--- src/sv/ssm_pkg.sv ---
`timescale 1ns / 1ps
package ssm_pkg;

   localparam int OP_W     = 3;
   localparam int SLOT_W   = 4;
   localparam int VOL_W    = 10;
   localparam int LEN_W    = 24;
   localparam int ID_W     = 8;
   localparam int SAMPLE_W = 16;
   localparam int STATUS_W = 2;

   localparam int SLOTS_DEFAULT       = 8;
   localparam int FULL_VOLUME_DEFAULT = 128;
   localparam int QUEUE_DEPTH         = 2;

   localparam logic [OP_W-1:0] OP_PLAY    = 3'd0;
   localparam logic [OP_W-1:0] OP_STOP    = 3'd1;
   localparam logic [OP_W-1:0] OP_STOP_ID = 3'd2;
   localparam logic [OP_W-1:0] OP_PAUSE   = 3'd3;
   localparam logic [OP_W-1:0] OP_RESUME  = 3'd4;
   localparam logic [OP_W-1:0] OP_QUERY   = 3'd5;
   localparam logic [OP_W-1:0] OP_MIX     = 3'd6;

   localparam logic [STATUS_W-1:0] ST_STOPPED = 2'd0;
   localparam logic [STATUS_W-1:0] ST_PLAYING = 2'd1;
   localparam logic [STATUS_W-1:0] ST_PAUSED  = 2'd2;

   localparam logic signed [SAMPLE_W-1:0] SAMPLE_MAX = 16'sh7FFF;
   localparam logic signed [SAMPLE_W-1:0] SAMPLE_MIN = -16'sh8000;

   typedef struct packed {
      logic [OP_W-1:0]            operation;
      logic [SLOT_W-1:0]          slot;
      logic                       slot_ok;
      logic                       all_slots;
      logic [VOL_W-1:0]           volume;
      logic [LEN_W-1:0]           sound_length;
      logic                       sound_mono;
      logic [ID_W-1:0]            sound_id;
      logic signed [SAMPLE_W-1:0] source_sample;
      logic signed [SAMPLE_W-1:0] dest_sample_a;
      logic signed [SAMPLE_W-1:0] dest_sample_b;
   } ssm_cmd_type;

endpackage

--- src/sv/ssm_if.sv ---
`timescale 1ns / 1ps
interface ssm_req_if;
   import ssm_pkg::*;

   logic                       valid;
   logic                       ready;
   logic [OP_W-1:0]            operation;
   logic [SLOT_W-1:0]          slot;
   logic                       all_slots;
   logic [VOL_W-1:0]           volume;
   logic [LEN_W-1:0]           sound_length;
   logic                       sound_mono;
   logic [ID_W-1:0]            sound_id;
   logic signed [SAMPLE_W-1:0] source_sample;
   logic signed [SAMPLE_W-1:0] dest_sample_a;
   logic signed [SAMPLE_W-1:0] dest_sample_b;

   modport source (
      output valid, operation, slot, all_slots, volume, sound_length, sound_mono,
             sound_id, source_sample, dest_sample_a, dest_sample_b,
      input  ready
   );

   modport sink (
      input  valid, operation, slot, all_slots, volume, sound_length, sound_mono,
             sound_id, source_sample, dest_sample_a, dest_sample_b,
      output ready
   );
endinterface

interface ssm_rsp_if;
   import ssm_pkg::*;

   logic                       valid;
   logic                       ready;
   logic signed [SAMPLE_W-1:0] mixed_sample;
   logic [STATUS_W-1:0]        slot_status;
   logic                       last;

   modport source (
      output valid, mixed_sample, slot_status, last,
      input  ready
   );

   modport sink (
      input  valid, mixed_sample, slot_status, last,
      output ready
   );
endinterface

--- src/sv/ssm_front.sv ---
`timescale 1ns / 1ps
module ssm_front #(
   parameter int SLOTS       = ssm_pkg::SLOTS_DEFAULT,
   parameter int FULL_VOLUME = ssm_pkg::FULL_VOLUME_DEFAULT
) (
   ssm_req_if.sink             req_bus,
   input  logic                q_full,
   output logic                push,
   output ssm_pkg::ssm_cmd_type cmd
);
   import ssm_pkg::*;

   localparam logic [VOL_W-1:0]  VOL_LIMIT  = VOL_W'(FULL_VOLUME);
   localparam logic [SLOT_W:0]   SLOT_COUNT = (SLOT_W + 1)'(SLOTS);

   assign req_bus.ready = !q_full;
   assign push          = req_bus.valid && !q_full;

   always_comb begin
      cmd.operation     = req_bus.operation;
      cmd.slot          = req_bus.slot;
      cmd.slot_ok       = {1'b0, req_bus.slot} < SLOT_COUNT;
      cmd.all_slots     = req_bus.all_slots;
      cmd.volume        = (req_bus.volume > VOL_LIMIT) ? VOL_LIMIT : req_bus.volume;
      cmd.sound_length  = req_bus.sound_length;
      cmd.sound_mono    = req_bus.sound_mono;
      cmd.sound_id      = req_bus.sound_id;
      cmd.source_sample = req_bus.source_sample;
      cmd.dest_sample_a = req_bus.dest_sample_a;
      cmd.dest_sample_b = req_bus.dest_sample_b;
   end

endmodule

--- src/sv/ssm_queue.sv ---
`timescale 1ns / 1ps
module ssm_queue (
   input  logic                 clock,
   input  logic                 reset,
   input  logic                 push,
   input  ssm_pkg::ssm_cmd_type push_cmd,
   output logic                 full,
   input  logic                 pop,
   output ssm_pkg::ssm_cmd_type head_cmd,
   output logic                 empty
);
   import ssm_pkg::*;

   localparam int PTR_W = (QUEUE_DEPTH > 1) ? $clog2(QUEUE_DEPTH) : 1;
   localparam int CNT_W = $clog2(QUEUE_DEPTH + 1);

   ssm_cmd_type      mem_ff [QUEUE_DEPTH];
   logic [PTR_W-1:0] wr_ptr_ff, wr_ptr_in;
   logic [PTR_W-1:0] rd_ptr_ff, rd_ptr_in;
   logic [CNT_W-1:0] count_ff, count_in;

   assign full     = (count_ff == CNT_W'(QUEUE_DEPTH));
   assign empty    = (count_ff == '0);
   assign head_cmd = mem_ff[rd_ptr_ff];

   always_comb begin
      wr_ptr_in = wr_ptr_ff;
      rd_ptr_in = rd_ptr_ff;
      count_in  = count_ff;
      if (push) begin
         wr_ptr_in = (wr_ptr_ff == PTR_W'(QUEUE_DEPTH - 1)) ? '0 : wr_ptr_ff + 1'b1;
      end
      if (pop) begin
         rd_ptr_in = (rd_ptr_ff == PTR_W'(QUEUE_DEPTH - 1)) ? '0 : rd_ptr_ff + 1'b1;
      end
      case ({push, pop})
         2'b10:   count_in = count_ff + 1'b1;
         2'b01:   count_in = count_ff - 1'b1;
         default: count_in = count_ff;
      endcase
   end

   always_ff @(posedge clock) begin
      if (reset) begin
         wr_ptr_ff <= '0;
         rd_ptr_ff <= '0;
         count_ff  <= '0;
      end else begin
         wr_ptr_ff <= wr_ptr_in;
         rd_ptr_ff <= rd_ptr_in;
         count_ff  <= count_in;
      end
   end

   always_ff @(posedge clock) begin
      if (push) begin
         mem_ff[wr_ptr_ff] <= push_cmd;
      end
   end

endmodule

--- src/sv/ssm_back.sv ---
`timescale 1ns / 1ps
module ssm_back #(
   parameter int SLOTS       = ssm_pkg::SLOTS_DEFAULT,
   parameter int FULL_VOLUME = ssm_pkg::FULL_VOLUME_DEFAULT
) (
   input  logic                 clock,
   input  logic                 reset,
   input  logic                 q_empty,
   input  ssm_pkg::ssm_cmd_type head_cmd,
   output logic                 pop,
   ssm_rsp_if.source            rsp_bus
);
   import ssm_pkg::*;

   localparam int IDX_W       = (SLOTS > 1) ? $clog2(SLOTS) : 1;
   localparam int MAG_W       = SAMPLE_W + VOL_W;
   localparam int PROD_W      = MAG_W + 1;
   localparam int RECIP_SHIFT = MAG_W;
   localparam int RECIP_W     = MAG_W + 1;
   localparam int QUOT_W      = SAMPLE_W + 1;
   localparam int REM_W       = VOL_W + 1;
   localparam int SUM_W       = QUOT_W + 2;

   localparam logic [RECIP_W-1:0] RECIP_V =
      RECIP_W'((64'd1 << RECIP_SHIFT) / FULL_VOLUME);
   localparam logic [VOL_W-1:0]   FULL_VOL_V = VOL_W'(FULL_VOLUME);
   localparam logic [REM_W-1:0]   FULL_VOL_R = REM_W'(FULL_VOLUME);

   localparam logic [2:0] BK_IDLE   = 3'd0;
   localparam logic [2:0] BK_RECIP  = 3'd1;
   localparam logic [2:0] BK_REM    = 3'd2;
   localparam logic [2:0] BK_SUM    = 3'd3;
   localparam logic [2:0] BK_BEAT_B = 3'd4;

   function automatic logic signed [SAMPLE_W-1:0] sat16(input logic signed [SUM_W-1:0] v);
      logic signed [SAMPLE_W-1:0] r;
      if (v > SUM_W'(SAMPLE_MAX)) begin
         r = SAMPLE_MAX;
      end else if (v < SUM_W'(SAMPLE_MIN)) begin
         r = SAMPLE_MIN;
      end else begin
         r = v[SAMPLE_W-1:0];
      end
      return r;
   endfunction

   // Slot table.
   logic [STATUS_W-1:0] state_ff  [SLOTS];
   logic [STATUS_W-1:0] state_in  [SLOTS];
   logic [ID_W-1:0]     sound_ff  [SLOTS];
   logic [ID_W-1:0]     sound_in  [SLOTS];
   logic [LEN_W-1:0]    remain_ff [SLOTS];
   logic [LEN_W-1:0]    remain_in [SLOTS];
   logic [VOL_W-1:0]    vol_ff    [SLOTS];
   logic [VOL_W-1:0]    vol_in    [SLOTS];
   logic                mono_ff   [SLOTS];
   logic                mono_in   [SLOTS];

   logic [2:0] bk_ff, bk_in;

   // Result register.
   logic                       rsp_valid_ff, rsp_valid_in;
   logic signed [SAMPLE_W-1:0] mixed_ff, mixed_in;
   logic [STATUS_W-1:0]        status_ff, status_in;
   logic                       last_ff, last_in;

   // Scaling pipeline.
   logic signed [PROD_W-1:0]   prod_ff, prod_in;
   logic                       neg_ff, neg_in;
   logic [MAG_W-1:0]           mag_ff, mag_in;
   logic [QUOT_W-1:0]          quot_ff, quot_in;
   logic [REM_W-1:0]           rem_ff, rem_in;
   logic signed [SAMPLE_W-1:0] a_ff, a_in;
   logic signed [SAMPLE_W-1:0] b_ff, b_in;
   logic                       mix_mono_ff, mix_mono_in;

   logic                         out_free;
   logic [IDX_W-1:0]             s_idx;
   logic [PROD_W-1:0]            prod_abs;
   logic [MAG_W+RECIP_W-1:0]     recip_prod;
   logic [MAG_W:0]               quot_times_d;
   logic [MAG_W:0]               rem_full;
   logic [QUOT_W-1:0]            q_adj;
   logic signed [QUOT_W:0]       q_mag;
   logic signed [QUOT_W:0]       scaled;
   logic signed [SUM_W-1:0]      sum_a;
   logic signed [SUM_W-1:0]      sum_b;

   assign out_free = !rsp_valid_ff || rsp_bus.ready;
   assign s_idx    = head_cmd.slot[IDX_W-1:0];

   assign prod_abs   = prod_ff[PROD_W-1] ? PROD_W'(-prod_ff) : PROD_W'(prod_ff);
   assign recip_prod = {{RECIP_W{1'b0}}, prod_abs[MAG_W-1:0]} * {{MAG_W{1'b0}}, RECIP_V};

   assign quot_times_d = {{VOL_W{1'b0}}, quot_ff} * {{QUOT_W{1'b0}}, FULL_VOL_V};
   assign rem_full     = {1'b0, mag_ff} - quot_times_d;

   assign q_adj  = quot_ff + QUOT_W'(rem_ff >= FULL_VOL_R);
   assign q_mag  = {1'b0, q_adj};
   assign scaled = neg_ff ? -q_mag : q_mag;
   assign sum_a  = {{(SUM_W - SAMPLE_W){a_ff[SAMPLE_W-1]}}, a_ff}
                 + {{(SUM_W - QUOT_W - 1){scaled[QUOT_W]}}, scaled};
   assign sum_b  = {{(SUM_W - SAMPLE_W){b_ff[SAMPLE_W-1]}}, b_ff}
                 + {{(SUM_W - QUOT_W - 1){scaled[QUOT_W]}}, scaled};

   always_comb begin
      state_in     = state_ff;
      sound_in     = sound_ff;
      remain_in    = remain_ff;
      vol_in       = vol_ff;
      mono_in      = mono_ff;
      bk_in        = bk_ff;
      pop          = 1'b0;
      rsp_valid_in = rsp_valid_ff && !rsp_bus.ready;
      mixed_in     = mixed_ff;
      status_in    = status_ff;
      last_in      = last_ff;
      prod_in      = prod_ff;
      neg_in       = neg_ff;
      mag_in       = mag_ff;
      quot_in      = quot_ff;
      rem_in       = rem_ff;
      a_in         = a_ff;
      b_in         = b_ff;
      mix_mono_in  = mix_mono_ff;

      unique case (bk_ff)
         BK_IDLE: begin
            if (!q_empty && out_free) begin
               pop          = 1'b1;
               rsp_valid_in = 1'b1;
               mixed_in     = '0;
               status_in    = ST_STOPPED;
               last_in      = 1'b1;
               case (head_cmd.operation)
                  OP_PLAY: begin
                     if (head_cmd.slot_ok) begin
                        state_in[s_idx]  = ST_PLAYING;
                        sound_in[s_idx]  = head_cmd.sound_id;
                        remain_in[s_idx] = head_cmd.sound_length;
                        vol_in[s_idx]    = head_cmd.volume;
                        mono_in[s_idx]   = head_cmd.sound_mono;
                     end
                  end
                  OP_STOP: begin
                     for (int i = 0; i < SLOTS; i++) begin
                        if ((head_cmd.all_slots || head_cmd.slot == SLOT_W'(i)) &&
                            state_ff[i] == ST_PLAYING) begin
                           state_in[i]  = ST_STOPPED;
                           sound_in[i]  = '0;
                           remain_in[i] = '0;
                           vol_in[i]    = '0;
                        end
                     end
                  end
                  OP_STOP_ID: begin
                     for (int i = 0; i < SLOTS; i++) begin
                        if (state_ff[i] != ST_STOPPED && sound_ff[i] == head_cmd.sound_id) begin
                           state_in[i]  = ST_STOPPED;
                           sound_in[i]  = '0;
                           remain_in[i] = '0;
                           vol_in[i]    = '0;
                        end
                     end
                  end
                  OP_PAUSE: begin
                     for (int i = 0; i < SLOTS; i++) begin
                        if ((head_cmd.all_slots || head_cmd.slot == SLOT_W'(i)) &&
                            state_ff[i] == ST_PLAYING) begin
                           state_in[i] = ST_PAUSED;
                        end
                     end
                  end
                  OP_RESUME: begin
                     for (int i = 0; i < SLOTS; i++) begin
                        if ((head_cmd.all_slots || head_cmd.slot == SLOT_W'(i)) &&
                            state_ff[i] == ST_PAUSED) begin
                           state_in[i] = ST_PLAYING;
                        end
                     end
                  end
                  OP_QUERY: begin
                     if (head_cmd.slot_ok) begin
                        status_in = state_ff[s_idx];
                     end
                  end
                  OP_MIX: begin
                     if (!head_cmd.slot_ok) begin
                        mixed_in = head_cmd.dest_sample_a;
                     end else if (state_ff[s_idx] == ST_PLAYING && remain_ff[s_idx] != '0) begin
                        // The result comes out of the scaling pipeline.
                        rsp_valid_in     = 1'b0;
                        remain_in[s_idx] = remain_ff[s_idx] - 1'b1;
                        prod_in          = head_cmd.source_sample * signed'({1'b0, vol_ff[s_idx]});
                        a_in             = head_cmd.dest_sample_a;
                        b_in             = head_cmd.dest_sample_b;
                        mix_mono_in      = mono_ff[s_idx];
                        bk_in            = BK_RECIP;
                     end else begin
                        if (state_ff[s_idx] == ST_PLAYING) begin
                           state_in[s_idx]  = ST_STOPPED;
                           sound_in[s_idx]  = '0;
                           remain_in[s_idx] = '0;
                           vol_in[s_idx]    = '0;
                        end
                        mixed_in = head_cmd.dest_sample_a;
                        if (mono_ff[s_idx]) begin
                           last_in = 1'b0;
                           b_in    = head_cmd.dest_sample_b;
                           bk_in   = BK_BEAT_B;
                        end
                     end
                  end
                  default: begin
                  end
               endcase
            end
         end
         BK_RECIP: begin
            neg_in  = prod_ff[PROD_W-1];
            mag_in  = prod_abs[MAG_W-1:0];
            quot_in = recip_prod[RECIP_SHIFT +: QUOT_W];
            bk_in   = BK_REM;
         end
         BK_REM: begin
            rem_in = rem_full[REM_W-1:0];
            bk_in  = BK_SUM;
         end
         BK_SUM: begin
            if (out_free) begin
               rsp_valid_in = 1'b1;
               mixed_in     = sat16(sum_a);
               status_in    = ST_STOPPED;
               last_in      = !mix_mono_ff;
               b_in         = sat16(sum_b);
               bk_in        = mix_mono_ff ? BK_BEAT_B : BK_IDLE;
            end
         end
         BK_BEAT_B: begin
            if (out_free) begin
               rsp_valid_in = 1'b1;
               mixed_in     = b_ff;
               status_in    = ST_STOPPED;
               last_in      = 1'b1;
               bk_in        = BK_IDLE;
            end
         end
         default: begin
            bk_in = BK_IDLE;
         end
      endcase
   end

   always_ff @(posedge clock) begin
      if (reset) begin
         for (int i = 0; i < SLOTS; i++) begin
            state_ff[i]  <= ST_STOPPED;
            sound_ff[i]  <= '0;
            remain_ff[i] <= '0;
            vol_ff[i]    <= '0;
            mono_ff[i]   <= 1'b0;
         end
         bk_ff        <= BK_IDLE;
         rsp_valid_ff <= 1'b0;
      end else begin
         state_ff     <= state_in;
         sound_ff     <= sound_in;
         remain_ff    <= remain_in;
         vol_ff       <= vol_in;
         mono_ff      <= mono_in;
         bk_ff        <= bk_in;
         rsp_valid_ff <= rsp_valid_in;
      end
   end

   always_ff @(posedge clock) begin
      mixed_ff    <= mixed_in;
      status_ff   <= status_in;
      last_ff     <= last_in;
      prod_ff     <= prod_in;
      neg_ff      <= neg_in;
      mag_ff      <= mag_in;
      quot_ff     <= quot_in;
      rem_ff      <= rem_in;
      a_ff        <= a_in;
      b_ff        <= b_in;
      mix_mono_ff <= mix_mono_in;
   end

   assign rsp_bus.valid        = rsp_valid_ff;
   assign rsp_bus.mixed_sample = mixed_ff;
   assign rsp_bus.slot_status  = status_ff;
   assign rsp_bus.last         = last_ff;

endmodule

--- src/sv/sound_slot_mixer.sv ---
`timescale 1ns / 1ps
// Channel   Direction  Beat contents
// req_bus   in         one operation with its slot, sound and sample fields
// rsp_bus   out        one result sample or status, last marks the final beat
//
// An operation other than an active mix goes in the back end from the queue head straight
// into the result register; a mono pass-through mix then adds its second beat. An active
// mix runs through the scaling pipeline (product, reciprocal multiply, remainder, correct
// and saturate), and a mono mix then adds its second beat.
// The input side takes beats while the two-entry command queue has room.
// Reset is synchronous and stops every slot.
// A stalled result register holds the back end; the front end keeps filling the queue.
module sound_slot_mixer #(
   parameter int SLOTS       = ssm_pkg::SLOTS_DEFAULT,
   parameter int FULL_VOLUME = ssm_pkg::FULL_VOLUME_DEFAULT
) (
   input  logic       clock,
   input  logic       reset,
   ssm_req_if.sink    req_bus,
   ssm_rsp_if.source  rsp_bus
);
   import ssm_pkg::*;

   logic        push;
   logic        pop;
   logic        q_full;
   logic        q_empty;
   ssm_cmd_type push_cmd;
   ssm_cmd_type head_cmd;

   ssm_front #(
      .SLOTS       (SLOTS),
      .FULL_VOLUME (FULL_VOLUME)
   ) u_front (
      .req_bus (req_bus),
      .q_full  (q_full),
      .push    (push),
      .cmd     (push_cmd)
   );

   ssm_queue u_queue (
      .clock    (clock),
      .reset    (reset),
      .push     (push),
      .push_cmd (push_cmd),
      .full     (q_full),
      .pop      (pop),
      .head_cmd (head_cmd),
      .empty    (q_empty)
   );

   ssm_back #(
      .SLOTS       (SLOTS),
      .FULL_VOLUME (FULL_VOLUME)
   ) u_back (
      .clock    (clock),
      .reset    (reset),
      .q_empty  (q_empty),
      .head_cmd (head_cmd),
      .pop      (pop),
      .rsp_bus  (rsp_bus)
   );

endmodule

--- src/flat_wrapper.sv ---
// flat-port wrapper written by rule: the top's interface ports become plain ports
module sound_slot_mixer_flat import ssm_pkg::*;
#(
   parameter int SLOTS       = ssm_pkg::SLOTS_DEFAULT,
   parameter int FULL_VOLUME = ssm_pkg::FULL_VOLUME_DEFAULT
)
  (clock, reset, req_bus_valid, req_bus_operation, req_bus_slot, req_bus_all_slots, req_bus_volume, req_bus_sound_length, req_bus_sound_mono, req_bus_sound_id, req_bus_source_sample, req_bus_dest_sample_a, req_bus_dest_sample_b, req_bus_ready, rsp_bus_valid, rsp_bus_mixed_sample, rsp_bus_slot_status, rsp_bus_last, rsp_bus_ready);
  ssm_req_if req_bus_i ();
  ssm_rsp_if rsp_bus_i ();
  input  logic clock;
  input  logic reset;
  input wire logic [$bits(req_bus_i.valid)-1:0] req_bus_valid;
  input wire logic [$bits(req_bus_i.operation)-1:0] req_bus_operation;
  input wire logic [$bits(req_bus_i.slot)-1:0] req_bus_slot;
  input wire logic [$bits(req_bus_i.all_slots)-1:0] req_bus_all_slots;
  input wire logic [$bits(req_bus_i.volume)-1:0] req_bus_volume;
  input wire logic [$bits(req_bus_i.sound_length)-1:0] req_bus_sound_length;
  input wire logic [$bits(req_bus_i.sound_mono)-1:0] req_bus_sound_mono;
  input wire logic [$bits(req_bus_i.sound_id)-1:0] req_bus_sound_id;
  input wire logic [$bits(req_bus_i.source_sample)-1:0] req_bus_source_sample;
  input wire logic [$bits(req_bus_i.dest_sample_a)-1:0] req_bus_dest_sample_a;
  input wire logic [$bits(req_bus_i.dest_sample_b)-1:0] req_bus_dest_sample_b;
  output wire logic [$bits(req_bus_i.ready)-1:0] req_bus_ready;
  output wire logic [$bits(rsp_bus_i.valid)-1:0] rsp_bus_valid;
  output wire logic [$bits(rsp_bus_i.mixed_sample)-1:0] rsp_bus_mixed_sample;
  output wire logic [$bits(rsp_bus_i.slot_status)-1:0] rsp_bus_slot_status;
  output wire logic [$bits(rsp_bus_i.last)-1:0] rsp_bus_last;
  input wire logic [$bits(rsp_bus_i.ready)-1:0] rsp_bus_ready;
  assign req_bus_i.valid = req_bus_valid;
  assign req_bus_i.operation = req_bus_operation;
  assign req_bus_i.slot = req_bus_slot;
  assign req_bus_i.all_slots = req_bus_all_slots;
  assign req_bus_i.volume = req_bus_volume;
  assign req_bus_i.sound_length = req_bus_sound_length;
  assign req_bus_i.sound_mono = req_bus_sound_mono;
  assign req_bus_i.sound_id = req_bus_sound_id;
  assign req_bus_i.source_sample = req_bus_source_sample;
  assign req_bus_i.dest_sample_a = req_bus_dest_sample_a;
  assign req_bus_i.dest_sample_b = req_bus_dest_sample_b;
  assign req_bus_ready = req_bus_i.ready;
  assign rsp_bus_valid = rsp_bus_i.valid;
  assign rsp_bus_mixed_sample = rsp_bus_i.mixed_sample;
  assign rsp_bus_slot_status = rsp_bus_i.slot_status;
  assign rsp_bus_last = rsp_bus_i.last;
  assign rsp_bus_i.ready = rsp_bus_ready;
  sound_slot_mixer #(.SLOTS(SLOTS), .FULL_VOLUME(FULL_VOLUME)) u_core (.clock(clock), .reset(reset), .req_bus(req_bus_i), .rsp_bus(rsp_bus_i));
endmodule
--- config.mk ---
export PLATFORM = sky130hd
export DESIGN_NAME = sound_slot_mixer_flat
export DESIGN_NICKNAME = d
export VERILOG_FILES = /design/src/sv/ssm_pkg.sv /design/src/sv/ssm_if.sv /design/src/sv/ssm_front.sv /design/src/sv/ssm_queue.sv /design/src/sv/ssm_back.sv /design/src/sv/sound_slot_mixer.sv /design/src/flat_wrapper.sv
export SDC_FILE = /design/constraint.sdc
export NUM_CORES = 2
export LEC_CHECK = 0
export ABC_AREA = 1
export BUFFER_PORTS_ARGS = -buffer_cell sky130_fd_sc_hd__buf_2
export CAP_MARGIN = 20
export CORE_AREA = 3 3 315 317
export CTS_CLUSTER_SIZE = 24
export DETAILED_ROUTE_END_ITERATION = 7
export DIE_AREA = 0 0 318 320
export GPL_TIMING_DRIVEN = 0
export PLACE_DENSITY = 0.71
export RECOVER_POWER = 50
export SLEW_MARGIN = 20
export SYNTH_ARGS = -nofsm -noshare
export SYNTH_HDL_FRONTEND = slang
export SYNTH_SLANG_ARGS = --single-unit
--- constraint.sdc ---
create_clock -name clock -period 9.57 [get_ports clock]
set_input_delay 0.957 -clock clock [delete_from_list [all_inputs] [get_ports clock]]
set_output_delay 0.957 -clock clock [all_outputs]
set_load 0.03 [all_outputs]
==> summary.txt <==
STA
  • Fmax: 0.1115 GHz
  • Worst Tran Pin Value: 1.799 ns
  • Clock Skew: 0.02724 ns
  • Final min period: 8.969 ns
  • Worst setup margin: 0.6009 ns
  • Final setup fails: 0
  • Final worst path period share: 93.72%
  • Final Max Tran Viols: 43
  • Final hold violations: 0
  • Slew HR: -20.39%
  • RSZ-0062 raised after global routing: no
  • Setup TNS: 0 ns

Floorplan
  • Die height: 320 um
  • Full die area: 0.1018 mm^2
  • IO Pins: 124
  • Core area: 0.09657 mm^2
  • Initial Utilization: 44.83%
  • Die W: 318 um
  • # rows: 114

Synth
  • Synth Register Bits: 664
  • Asr flop ratio synth: 0%
  • Synth warnings: 0
  • Mapped Area: 0.04329 mm^2
  • Compound-Gate Fraction of Synth Area: 16.23%
  • Main combinational cell family by area after synthesis: simple AND/OR/NAND/NOR gates
  • EDFF count, synth: 295
  • Post-Synth XOR/XNOR Area: 2.610%
  • Main synth FF type: dfxtp_1
  • Distinct cells, synth: 56
  • Post-Synth Adder-Cell Area: 9.833%
  • Synthesized-area fraction occupied by and/or/nand/nor cells: 24.54%
  • Share of Yosys cell area claimed by the top area cell type: 20.46%
  • Area contributors post-synth: edfxtp_1 (20%), dfxtp_1 (17%), nand2_1 (13%)
  • Register area share after synthesis: 37.53%
  • Cell taking the most area after synthesis: edfxtp_1
  • Avg Inst Size Synth: 7.267 um^2
  • Post-synthesis mux area share: 0.2775%
  • Post-Syn Instances: 5957

Global routing
  • Total gr overflow: 0
  • Met1 Usage GRT: 48.84%
  • Largest net degree at the start of global routing: 28
  • Busiest grt layer: met2
  • Met3 Use GR: 11.75%
  • First-pass GRT wire length: 268100 um
  • Vias in the first global route: 40533
  • M2 GR Usage: 50.14%
  • Initial antenna violation count: 8
  • GRT Resource Usage Total: 35.33%

Detailed routing
  • Final WL: 187400 um
  • Avg WL per Cell: 24.90 um
  • Avg Vias per Cell: 5.933
  • Detailed-router iteration count before antenna repair: 6
  • Post-DRT Antenna Nets: 0
  • Via count: 44648
  • Residual DRC: 0
  • DRT iter0 DRCs: 6923

Clocking
  • CTS resizes: 0
  • CTS Sinks: 664
  • Clk slew on worst S/H paths: 0.06 ns
  • Clock Latency Late Sink: 0.66 ns
  • Clock buffer depth: 3
  • TritonCTS clock tree: yes
  • CTS H-tree depth: 3
  • Clock Tree Root: clkbuf_16
  • CTS Buf Count: 78
  • CTS Hold Buffers Added: 0
  • Post-CTS setup buffer count: 0

Status
  • Outcome: finished with violations
  • Failing checks: max-capacitance violations, max-slew violations

Job
  • MaxCap Viol Count: 2

Cells and area
  • Area grow syn2layout: 11.68%
  • Area of the multi-input gates: 0.02322 mm^2
  • Sequential Area: 0.01625 mm^2
  • Final layout net count: 6543
  • Final-layout fill cell count: 9548
  • Non-filler instance count after layout: 7526
  • Fraction of layout cells with a size suffix above 1: 5.524%

Worst hold path
  • Hold Crit Class: reg -> reg
  • WHS Endpoint: u_core.u_back.neg_ff
  • Min-Delay Startpoint: u_core.u_back.prod_ff[26]
  • Hold depth: 0

Place
  • Dpl ws: 0.3459 ns
  • IO Port Bufs: 123
  • DP Cell Count: 7382
  • Placer Congestion: 1.048
  • HPWL Detailed: 139600 um

Critical path
  • FF-to-FF End: u_core.u_back.prod_ff[19]
  • Setup crit end kind: flip-flop
  • Setup crit start kind: flip-flop
  • CP required: 9.95 ns
  • Worst Reg-to-Reg Cells: 26
  • CP Class: reg -> reg
  • Arrival time at the worst endpoint: 9.35 ns
  • Worst R2R Setup Slack: 0.60 ns
  • Maximum fanout along the worst path: 19
## cell usage after synthesis (all sizes together) (5+ instances only)
| cell type | instances |
|---|---|
| buf | 111 |
| o22ai | 138 |
| o21ai | 511 |
| xor2 | 82 |
| clkbuf | 193 |
| a21oi | 507 |
| ha | 105 |
| o21a | 5 |
| xnor2 | 47 |
| a22oi | 6 |
| a32oi | 17 |
| fa | 147 |
| nand4 | 41 |
| or2 | 13 |
| nand2 | 1541 |
| nor3 | 88 |
| a211oi | 10 |
| inv | 683 |
| nor2 | 594 |
| nand3b | 5 |
| o32ai | 15 |
| mux2i | 12 |
| a21o | 8 |
| o31ai | 9 |
| a31oi | 13 |
| clkinv | 7 |
| o21bai | 8 |
| dfxtp | 369 |
| o211ai | 27 |
| nand3 | 323 |
| edfxtp | 295 |
| o221ai | 6 |
## metrics by stage
stage | hold slack [ns] | area [um^2] | util, %
2_1_floorplan | 0.4244 | 43300 | -
3_3_place_gp | 0.4484 | 45510 | 47.13
3_5_place_dp | 0.4521 | 45910 | 47.55
4_1_cts | 0.4605 | 48590 | 50.32
5_1_grt | 0.4706 | 48330 | 50.05
6_report | 0.4515 | 48340 | 50.06
## critical path, cell delays in order (launching register included)
cell and delay [ns]:
dfxtp_1 0.37, nand2_1 0.52, nand2_1 0.27, inv_2 0.40
buf_2 0.49, buf_4 0.30, buf_2 0.66, o21ai_0 0.53
inv_1 0.22, clkbuf_1 0.47, nand2_1 0.14, fa_1 0.50
fa_1 0.51, inv_1 0.05, fa_1 0.47, inv_1 0.05
fa_1 0.52, inv_1 0.05, fa_1 0.53, ha_1 0.39
a21oi_1 0.24, inv_1 0.06, a21oi_1 0.22, o21ai_0 0.17
a21oi_1 0.25, o21ai_0 0.13, xor2_1 0.16
## per-layer routing
metal | routed length (um) | up-vias
li1 | - | 20042
met1 | 75850 | 21082
met2 | 75530 | 2977
met3 | 26760 | 543
met4 | 9255 | 4
met5 | 30 | -
## how the worst max path moves through the flow
stage / startpoint / cells after the start / slack (ns) / endpoint
6_report: flip-flop / 26 / 0.60 / u_core.u_back.prod_ff[19]
5_1_grt: flip-flop / 26 / 0.28 / u_core.u_back.prod_ff[20]
4_1_cts: flip-flop / 28 / 0.35 / u_core.u_back.prod_ff[19]
3_5_place_dp: flip-flop / 28 / 0.35 / u_core.u_back.prod_ff[19]
3_3_place_gp: flip-flop / 28 / 0.40 / u_core.u_back.prod_ff[19]
2_1_floorplan: flip-flop / 29 / 2.95 / u_core.u_back.prod_ff[19]
## cell families after synthesis
logic type / count (synthesis)
simple gates: 2614
compound gates: 1291
buf+inv: 994
flops: 664
fa+ha+maj: 252
xor+xnor: 129
mux: 12
other cells: 1
## sequential cells by signal, summed over array words and instances (netlist names), 3 cells and up, named ones only
signal / count
u_core.u_back.a_ff: 16
u_core.u_back.b_ff: 16
u_core.u_back.bk_ff: 3
u_core.u_back.mag_ff: 3
u_core.u_back.mono_ff: 8
u_core.u_back.prod_ff: 25
u_core.u_back.quot_ff: 14
u_core.u_back.remain_ff: 192
u_core.u_back.rsp_bus.mixed_sample: 16
u_core.u_back.sound_ff: 64
u_core.u_back.state_ff: 16
u_core.u_back.vol_ff: 80
u_core.u_queue.mem_ff: 200
## cell usage in the layout (no fill, tap or decap), drive strengths merged, types with 147 or more instances in the layout
cell / Yosys / final
nor2: 594 / 594
a21oi: 507 / 507
inv: 683 / 685
buf: 111 / 166
clkbuf: 193 / 389
nand2: 1541 / 1541
nand3: 323 / 323
fa: 147 / 147
o21ai: 511 / 511
edfxtp: 295 / 295
dfxtp: 369 / 369
## cell type report
type	count	area share (%)
multi-input combinational	4303	48.03
sequential	664	33.61
inverter	690	5.358
clock buffer	104	4.496
tap	1276	3.303
buffer	303	2.671
timing repair buffer	148	1.473
clock inverter	34	1.048
antenna	4	0.02071
Power is left out: the tool's default activity adds up to more than one toggle a clock period on the data nets, which glitch-free logic cannot reach.
